==> src/hw/rtl/dq_pkg.sv <==
// ----------------------------------------------------------------------------
// dq_pkg
// Shared types, sizes and helpers for the double-ended queue.
// ----------------------------------------------------------------------------
`default_nettype none

package dq_pkg;

   localparam int unsigned CAPACITY = 1024;
   localparam int unsigned IDX_W    = $clog2(CAPACITY);
   localparam int unsigned CNT_W    = $clog2(CAPACITY + 1);
   localparam int unsigned DATA_W   = 32;

   localparam logic [DATA_W-1:0] EMPTY_REPLY = '1;

   typedef enum logic [2:0] {
      OP_PUSH_FRONT = 3'd0,
      OP_PUSH_BACK  = 3'd1,
      OP_POP_FRONT  = 3'd2,
      OP_POP_BACK   = 3'd3,
      OP_SIZE       = 3'd4,
      OP_EMPTY      = 3'd5,
      OP_FRONT      = 3'd6,
      OP_BACK       = 3'd7
   } op_type;

   typedef enum logic [1:0] {
      REPLY_SIZE  = 2'd0,
      REPLY_FLAG  = 2'd1,
      REPLY_NONE  = 2'd2
   } reply_sel_type;

   typedef enum logic {
      ST_IDLE = 1'b0,
      ST_READ = 1'b1
   } state_type;

   typedef struct packed {
      logic          write_front;
      logic          write_back;
      logic          set_overflow;
      logic          drop_front;
      logic          drop_back;
      logic          read_front;
      logic          read_back;
      logic          load_imm;
      logic          load_mem;
      reply_sel_type imm_sel;
   } cmd_type;

   typedef struct packed {
      logic empty;
      logic full;
   } status_type;

   // pos is below 2 * CAPACITY
   function automatic logic [IDX_W-1:0] wrap_slot(input logic [CNT_W:0] pos);
      logic [CNT_W:0] cap;
      logic [CNT_W:0] res;
      cap = (CNT_W + 1)'(CAPACITY);
      res = (pos >= cap) ? pos - cap : pos;
      return res[IDX_W-1:0];
   endfunction

endpackage

`default_nettype wire

==> src/hw/rtl/dq_controller.sv <==
// ----------------------------------------------------------------------------
// dq_controller
// Command decode, read sequencing and result handshake control.
// ----------------------------------------------------------------------------
`default_nettype none

module dq_controller (
   input  wire logic               clock,
   input  wire logic               reset,
   input  wire logic               req_valid,
   input  wire logic [2:0]         req_opcode,
   output logic                    req_ready,
   output logic                    rsp_valid,
   input  wire logic               rsp_ready,
   input  wire dq_pkg::status_type status,
   output dq_pkg::cmd_type         cmd
);

   dq_pkg::state_type state_ff, state_in;
   logic              rsp_valid_ff, rsp_valid_in;
   logic              accept;
   dq_pkg::op_type    op;

   assign op        = dq_pkg::op_type'(req_opcode);
   assign req_ready = (state_ff == dq_pkg::ST_IDLE) && (!rsp_valid_ff || rsp_ready);
   assign accept    = req_valid && req_ready;
   assign rsp_valid = rsp_valid_ff;

   // next state
   always_comb begin
      state_in = state_ff;
      case (state_ff)
         dq_pkg::ST_IDLE: begin
            if (accept && !status.empty &&
                (op inside {dq_pkg::OP_POP_FRONT, dq_pkg::OP_POP_BACK,
                            dq_pkg::OP_FRONT, dq_pkg::OP_BACK})) begin
               state_in = dq_pkg::ST_READ;
            end
         end
         dq_pkg::ST_READ: state_in = dq_pkg::ST_IDLE;
         default:         state_in = dq_pkg::ST_IDLE;
      endcase
   end

   // outputs
   always_comb begin
      cmd         = '0;
      cmd.imm_sel = dq_pkg::REPLY_NONE;
      case (state_ff)
         dq_pkg::ST_IDLE: begin
            if (accept) begin
               case (op)
                  dq_pkg::OP_PUSH_FRONT: begin
                     cmd.set_overflow = status.full;
                     cmd.write_front  = !status.full;
                  end
                  dq_pkg::OP_PUSH_BACK: begin
                     cmd.set_overflow = status.full;
                     cmd.write_back   = !status.full;
                  end
                  dq_pkg::OP_POP_FRONT: begin
                     cmd.load_imm   = status.empty;
                     cmd.read_front = !status.empty;
                     cmd.drop_front = !status.empty;
                  end
                  dq_pkg::OP_POP_BACK: begin
                     cmd.load_imm  = status.empty;
                     cmd.read_back = !status.empty;
                     cmd.drop_back = !status.empty;
                  end
                  dq_pkg::OP_FRONT: begin
                     cmd.load_imm   = status.empty;
                     cmd.read_front = !status.empty;
                  end
                  dq_pkg::OP_BACK: begin
                     cmd.load_imm  = status.empty;
                     cmd.read_back = !status.empty;
                  end
                  dq_pkg::OP_SIZE: begin
                     cmd.load_imm = 1'b1;
                     cmd.imm_sel  = dq_pkg::REPLY_SIZE;
                  end
                  dq_pkg::OP_EMPTY: begin
                     cmd.load_imm = 1'b1;
                     cmd.imm_sel  = dq_pkg::REPLY_FLAG;
                  end
                  default: cmd = '0;
               endcase
            end
         end
         dq_pkg::ST_READ: cmd.load_mem = 1'b1;
         default:         cmd = '0;
      endcase
   end

   always_comb begin
      if (cmd.load_imm || cmd.load_mem) begin
         rsp_valid_in = 1'b1;
      end else if (rsp_ready) begin
         rsp_valid_in = 1'b0;
      end else begin
         rsp_valid_in = rsp_valid_ff;
      end
   end

   always_ff @(posedge clock) begin
      if (reset) begin
         state_ff     <= dq_pkg::ST_IDLE;
         rsp_valid_ff <= 1'b0;
      end else begin
         state_ff     <= state_in;
         rsp_valid_ff <= rsp_valid_in;
      end
   end

endmodule

`default_nettype wire

==> config.mk <==
export PLATFORM = sky130hd
export DESIGN_NAME = dq_controller
export DESIGN_NICKNAME = d
export VERILOG_FILES = /design/src/hw/rtl/dq_pkg.sv /design/src/hw/rtl/dq_controller.sv
export SDC_FILE = /design/constraint.sdc
export NUM_CORES = 1
export LEC_CHECK = 0
export ABC_AREA = 1
export CORE_AREA = 2 2 39 41
export DETAILED_ROUTE_END_ITERATION = 7
export DIE_AREA = 0 0 41 43
export DONT_BUFFER_PORTS = 1
export GPL_TIMING_DRIVEN = 0
export SYNTH_ARGS = -nofsm -noshare
export SYNTH_HDL_FRONTEND = slang
export SYNTH_SLANG_ARGS = --single-unit
==> constraint.sdc <==
create_clock -name clock -period 1.85 [get_ports clock]
set_clock_uncertainty 0.2 [all_clocks]
set_input_delay 0.2775 -clock clock [delete_from_list [all_inputs] [get_ports clock]]
set_output_delay 0.2775 -clock clock [all_outputs]
set_load 0.03 [all_outputs]
After elaboration in Yosys (flattened, before gate mapping)
Index checks and enable logic that the tools add are counted.
Storage, ports and cells
  flip-flop bits (word level): 2
  input bits: 9
  output and inout bits: 13
  word-level logic and storage cells: 44
Cells by class
  eq/ne operators: 7
  mux-type cells: 17
  bitwise gates (word level): 1
  reduce and logical (&&, ||, !) cells: 17
Operators by type and width (count)
  3-bit == test, second input constant: 4
  11-bit 2-to-1 mux: 1
  1-bit 2-to-1 mux: 10
  8-bit 2-to-1 mux: 1
  2-bit OR reduction: 4
  3-bit by 2-bit == test with 1-bit output, second input constant: 2
  1-bit case mux with 2 select lines: 3
  1-bit logical AND: 4
  2-bit case mux with 2 select lines: 1
  4-bit nonzero test: 1
  4-bit OR reduction: 1
  3-bit by 1-bit == test with 1-bit output, second input constant: 1
  1-bit logical NOT: 3
  3-bit logical NOT: 1
  1-bit logical OR: 2
  2-bit 2-to-1 mux: 1
  2-bit nonzero test: 1
  1-bit inverter: 1

Depth between registers and ports, before layout
Gate-level depths: netlist of the first run.
  depth after elaboration: 8
  mapped depth: 6

Least setup slack after synthesis of the first run
Ideal clock, no wire load.
  path type: register to output
  start: reg rsp_valid_ff, in the netlist rsp_valid
  end: out cmd[3] (netlist bit)
  arrival time: 1.174 ns
  slack: 0.199 ns
  stages on the path, launching flop included: 6
  path buffers: 0
  cells stage by stage: dfxtp_1 nand2_1 nand2_2 inv_2 nand2_4 a21oi_2
RTL lines
  from (decl): line dq_controller.sv:20  | logic rsp_valid_ff, rsp_valid_in;
  from (signal assigned): line dq_controller.sv:112  | rsp_valid_ff <= rsp_valid_in;
  to (decl): line dq_controller.sv:16  | output dq_pkg::cmd_type cmd

==> summary.md, run 1 <==
| Metric | Value |
|---|---|
| Crit path kind | reg -> out |
| Max Clk Rate | 0.537 GHz |
| Total gr overflow | 0 |
| Vias in the first global route | 267 |
| Vias per cell | roughly 4.3 |
| Dpl cell area | between 200 and 300 um^2 |
| Initial core utilization | 19.7% |
| Tmin final | around 1.9 ns |
| Footprint of the multi-input gates | about 230 um^2 |
| Syn_nets | between 50 and 60 |
| Setup WS post-layout | -0.0117 ns |
| DRT Pass-1 Iters | 2 |
| Crit-path most repeated cell | nand2_2 |
| Seq/Total Area, Yosys | about 15% |
| Worst path arrival time | roughly 1.4 ns |
| CTS Sinks | 2 |
| Top Ports | 22 |
| Cell variety after synth | 16 |
| Crit-path max FO | 3 |
| Average size of a mapped cell | just over 6 um^2 |
| Worst Tran Pin Value | 0.555 ns |
| Global Route Usage Sum | between 8 and 9% |
| CP Launch Type | flop |
| Total Wirelength | 699 um |
| Hold Crit Depth | 2 |
| Final Max Tran Viols | 0 |
| Worst path slowest cell | nor2_1 |
| Hold Slack | roughly 0.019 ns |
| Stages on worst setup path | 5 |
| Placed Instances | slightly above 60 |
| Final setup vio count | 2 |
| Die span in y | 43 um |
| Fin area | roughly 380 um^2 |
| Hold_sp | req_valid |
| # port buffers | 0 |
| First-pass GRT wire length | about 1.0 mm |
| Hold Path End | rsp_valid |
| Storage cell area | around 41 um^2 |
| CP top delay family | simple AND/OR/NAND/NOR gates |
| Post-route ant nets | 0 |
| DP HPWL | about 560 um |
| Power Dens Cells | about 600 nW/um^2 |
| Synth top area share | between 10% and 20% |
| Mapped Cells | 45 |
| Initial antenna violation count | 0 |
| Violated checks | setup timing |
| Status | finished, violations left |
| Hold WC Path Type | in -> reg |
| R2r worst-path depth | 5 |
| Vias | 279 |
| Mapped cell area | 273 um^2 |
| Share of post-route cells with drive strength above 1 | between 40% and 50% |
| Worst path cell trace | nand2_1 -> nand2_2 -> nor2_4 -> nand2_2 -> nor2_1 |
| Layout Utilization | 27.1% |
| CTS H-tree depth | 1 |
| Synth area leaders | nor2_2 (16%), dfxtp_1 (15%), nand2_1 (9.6%) |
| Beginning of the worst register-to-register path | rsp_valid |
| CTS tree | built |
| Relative slew slack | a little over three fifths |
| Max cap viols | 0 |
| Leak | 0.146 nW |
| RD Place Congestion | about 0.70 |
| Synth Register Bits | 2 |
| R2r setup slk | between 0.7 and 0.8 ns |
| Filler cells | 160 |
| Worst Path Buf+Inv | 0 |
| RSZ-0062 raised after global routing | yes |
| Die Area | around 1800 um^2 |
| Worst EP required | about 1.4 ns |
| Area Overhead vs Synth | 37.6% |
| Crit path largest cell delay | 0.43 ns |
| Clk buf depth | 2 |
| Most frequent cells in the layout | nand2_1 (7), nor2_4 (7), inv_1 (5) |
| CTS Buf Count | 3 |
| Remaining DRCs | 0 |
| Post-layout net count | 60 |
| Yosys warning total | 0 |
| Final setup TNS | -0.0191 ns |
| Final Cycle Share | 101% |
| FP Rows | 14 |
| RR Endpoint | state_ff |
| Antenna Diode Count | 0 |
| Core Footprint | between 1000 and 1500 um^2 |
| Final Hold Fails | 0 |
| CP Capture Type | primary output |
| Pre-CTS setup slack | around 0.12 ns |
| CTS clk-pin slew, worst paths | 0.03 ns |
| Iteration-0 DRC Markers | 1 |
| Leading area contributor after synthesis | nor2_2 |
| Die X | approximately 40 um |
| Non-filler cells, final | 65 |
| Worst-Skew Late Latency | 0.22 ns |
| Largest net degree at the start of global routing | 9 |
| Clock Root Buffer | clkbuf_4 |
| Postcts setup bufs | 0 |
| WL/cell | 10.8 um |
| Max rail drop VDD | between 0.1 and 0.15 mV |
| Power Total | 220 uW |
-- worst max path at each step --
stage	endpoint	startpoint	slack (ns)
after floorplan	cmd[3]	rsp_valid	0.20
final	cmd[10]	rsp_valid	-0.01
after global routing	cmd[9]	rsp_valid	-0.07
after detailed placement	cmd[3]	rsp_valid	0.12
after global placement	cmd[3]	rsp_valid	0.13
after CTS	cmd[10]	rsp_valid	-0.04
-- worst register-to-register path, cell delays in order (launching register included) --
cell and delay (ns):
dfxtp_2 0.41, nand2_1 0.09, nand2_2 0.13, nor2_4 0.05, nand2_1 0.05, nor2_1 0.04
-- layout make-up --
class	count	share of cell area [%]
inverters	9	9.67
plain buffers	2	5.00
clock buffers	3	6.00
multi-input cells	32	60.3
repair buffers	1	2.67
well taps	16	5.33
flip-flops and latches	2	11.0
-- sequential cells by signal, indices dropped and copies added (netlist names) --
| register | flops |
|---|---|
| state_ff | 1 |
| rsp_valid | 1 |
-- metal layers --
metal	track usage [%]	vias to the layer above	part of all wire (%)	routed length [um]
met3	5.24	0	16	109
met4	6.00	0	0	0
li1	-	144	-	-
met5	0	-	0	0
met1	9.81	120	38	266
met2	11.3	15	46	324
-- timing repair --
item                                   in CTS  in global routing
gates resized for setup                     9                  1
hold buffers                                1                  0
setup endpoints to repair                   9                  4
endpoints found under the hold margin       1                  0
pin swaps                                   1                  0
-- logic make-up after synthesis --
kind of cell | after synthesis | share of synthesized area [%]
AND/OR/NAND/NOR | 30 | 61.0
buffers and inverters | 11 | 19.3
flip-flops | 2 | 14.7
AO/OA/AOI/OAI | 2 | 5.04
-- synth_stat cells --
| master | instances |
|---|---|
| a21oi_2 | 1 |
| nand3b_1 | 1 |
| nand3_1 | 4 |
| buf_6 | 1 |
| buf_4 | 1 |
| nor2_2 | 7 |
| dfxtp_1 | 2 |
| nand2_1 | 7 |
| inv_1 | 5 |
| nor2_4 | 1 |
| nand2_2 | 3 |
| nand4_1 | 2 |
| nor2_1 | 4 |
| inv_2 | 4 |
| a21oi_1 | 1 |
| nand2_4 | 1 |
-- where the power goes --
group | internal (mW) | switching [mW] | total, mW
clock | 0.0713 | 0.0221 | 0.0934
sequential | 0.0461 | 0.00422 | 0.0503
combinational | 0.0221 | 0.0542 | 0.0763
total | 0.139 | 0.0806 | 0.220
Note: power is estimated with default switching activity, not from simulation.
==> run 2, diff against run 1 <==
Settings changed: RECOVER_POWER set to 50.
==> run 2 against run 1 <==
The flow still finishes with violations (setup timing). Critical endpoint unchanged. First-iteration DRC count stayed put. Sequential share of layout area up 0.11 points. Setup slack is the same. Critical path type unchanged. Final area is 1.0% lower.
==> summary.md, run 2 (same netlist as run 1, synthesis figures left out) <==
| Metric | Value |
|---|---|
| Status | finished, violations left |
| Violated checks | setup timing |
| Non-filler cells, final | 65 (unchanged) |
| Die span in y | 43 um (unchanged) |
| Final Hold Fails | 0 (unchanged) |
| Vias | 279 (unchanged) |
| Worst Tran Pin Value | 0.555 ns (unchanged) |
| WL/cell | 10.8 um (+0.29%) |
| CTS tree | built |
| Largest net degree at the start of global routing | 9 (unchanged) |
| Remaining DRCs | 0 (unchanged) |
| Worst path arrival time | 1.38 ns (about the same) |
| Power Dens Cells | 591 nW/um^2 (+0.78%) |
| Final Max Tran Viols | 0 (unchanged) |
| RD Place Congestion | 0.697 (unchanged) |
| Filler cells | 160 (unchanged) |
| CP Launch Type | flop |
| Final setup vio count | 2 (unchanged) |
| Initial antenna violation count | 0 (unchanged) |
| Clock Root Buffer | clkbuf_4 |
| Internal Power | 139 uW (-0.35%) |
| Relative slew slack | 62.9% (unchanged) |
| Sequential share of power | 22.9% (about the same) |
| # port buffers | 0 (unchanged) |
| Top Ports | 22 (unchanged) |
| Most frequent cells in the layout | nand2_1 (7), nor2_4 (7), inv_1 (5) |
| DP HPWL | 564 um (unchanged) |
| Initial core utilization | 19.7% (unchanged) |
| Clock power share | 42.5% (about the same) |
| Die Area | 1760 um^2 (unchanged) |
| Post-route ant nets | 0 (unchanged) |
| Clk buf depth | 2 (unchanged) |
| Total gr overflow | 0 (unchanged) |
| Max rail drop VDD | 0.137 mV (about the same) |
| First-pass GRT wire length | 1.04 mm (unchanged) |
| Psw | 80.6 uW (about the same) |
| CTS Buf Count | 3 (unchanged) |
| FP Rows | 14 (unchanged) |
| Max Clk Rate | 0.537 GHz (unchanged) |
| Postcts setup bufs | 0 (unchanged) |
| Share of post-route cells with drive strength above 1 | 44.9% (-2.0 points) |
| Footprint of the multi-input gates | 226 um^2 (unchanged) |
| Global Route Usage Sum | 8.59% (unchanged) |
| Switching share of power | 36.7% (+0.080 points) |
| Layout Utilization | 26.9% (-0.27 points) |
| Iteration-0 DRC Markers | 1 (unchanged) |
| Area Overhead vs Synth | 36.2% |
| Die X | 41 um (unchanged) |
| Tmin final | 1.86 ns (unchanged) |
| Max cap viols | 0 (unchanged) |
| Storage cell area | 41.3 um^2 (unchanged) |
| Final Cycle Share | 101% (unchanged) |
| Antenna Diode Count | 0 (unchanged) |
| RSZ-0062 raised after global routing | yes |
| Crit-path max FO | 3 (unchanged) |
| Core Footprint | 1380 um^2 (unchanged) |
| Worst-Skew Late Latency | 0.22 ns (about the same) |
| Final setup TNS | -0.0191 ns (unchanged) |
| R2r setup slk | 0.78 ns (about the same) |
| Hold WC Path Type | in -> reg |
| CTS H-tree depth | 1 (unchanged) |
| Worst EP required | 1.37 ns (about the same) |
| Vias per cell | 4.29 (unchanged) |
| Post-layout net count | 60 (unchanged) |
| Vias in the first global route | 267 (unchanged) |
| Crit path kind | reg -> out |
| CTS clk-pin slew, worst paths | 0.03 ns (about the same) |
| Setup WS post-layout | -0.0117 ns (unchanged) |
| Leak | 0.142 nW (-2.9%) |
| CP Capture Type | primary output |
| CTS Sinks | 2 (unchanged) |
| Power Total | 220 uW (-0.22%) |
| Placed Instances | 61 (unchanged) |
| Combinational Power Share | 34.6% (about the same) |
| Total Wirelength | 701 um (+0.29%) |
| DRT Pass-1 Iters | 2 (unchanged) |
==> run 2: power groups by stage <==
stage	clock network, mW	logic [mW]	registers (mW)
final	0.0934	0.0759	0.0503
after CTS	0.0996	0.0746	0.0503
after floorplan	0	0.0568	0.0503
after global placement	0	0.0626	0.0505
after global routing	0.103	0.0823	0.0509
after detailed placement	0	0.0631	0.0504
==> run 2: per-stage QoR <==
step / setup slack (ns) / cell area, um^2 / hold WS, ns
5_1_grt: -0.0699 / 372 / 0.0280
2_1_floorplan: 0.199 / 273 / 0.150
4_1_cts: -0.0375 / 367 / 0.00886
3_3_place_gp: 0.127 / 293 / 0.153
6_report: -0.0117 / 372 / 0.0186
3_5_place_dp: 0.120 / 293 / 0.152
==> run 2: final cells by class <==
| cell class | count | area share (%) |
|---|---|---|
| Sequential cell | 2 | 11.1 |
| Timing Repair Buffer | 1 | 2.69 |
| Tap cell | 16 | 5.39 |
| Clock buffer | 3 | 6.06 |
| Multi-Input combinational cell | 32 | 60.9 |
| Buffer | 2 | 4.04 |
| Inverter | 9 | 9.76 |
==> run 2: per-layer routing <==
| layer | vias to the layer above | wire, um | part of all wire, % | GRT usage [%] |
|---|---|---|---|---|
| li1 | 144 | - | - | - |
| met5 | - | 0 | 0 | 0 |
| met4 | 0 | 0 | 0 | 6.00 |
| met1 | 120 | 266 | 38 | 9.81 |
| met2 | 15 | 323 | 46 | 11.3 |
| met3 | 0 | 110 | 16 | 5.24 |
==> run 2: final timing paths <==
| path | start | end | depth (start not counted) |
|---|---|---|---|
| max reg2reg | rsp_valid | state_ff | 5 |
| min | req_valid | rsp_valid | 2 |
| min reg2reg | state_ff | state_ff | 3 |
| max | rsp_valid | cmd[10] | 5 |
==> run 2: worst max-delay path, stage by stage (launching register included) <==
cell and delay, ns:
dfxtp_2 0.36, nand2_1 0.10, nand2_2 0.10, nor2_4 0.12, nand2_2 0.06, nor2_1 0.43
==> run 2: repair_timing <==
action                                 in CTS  in global routing
gates resized for setup                     9                  1
pin swaps                                   1                  0
setup endpoints to repair                   9                  4
hold buffers                                1                  0
endpoints found under the hold margin       1                  0
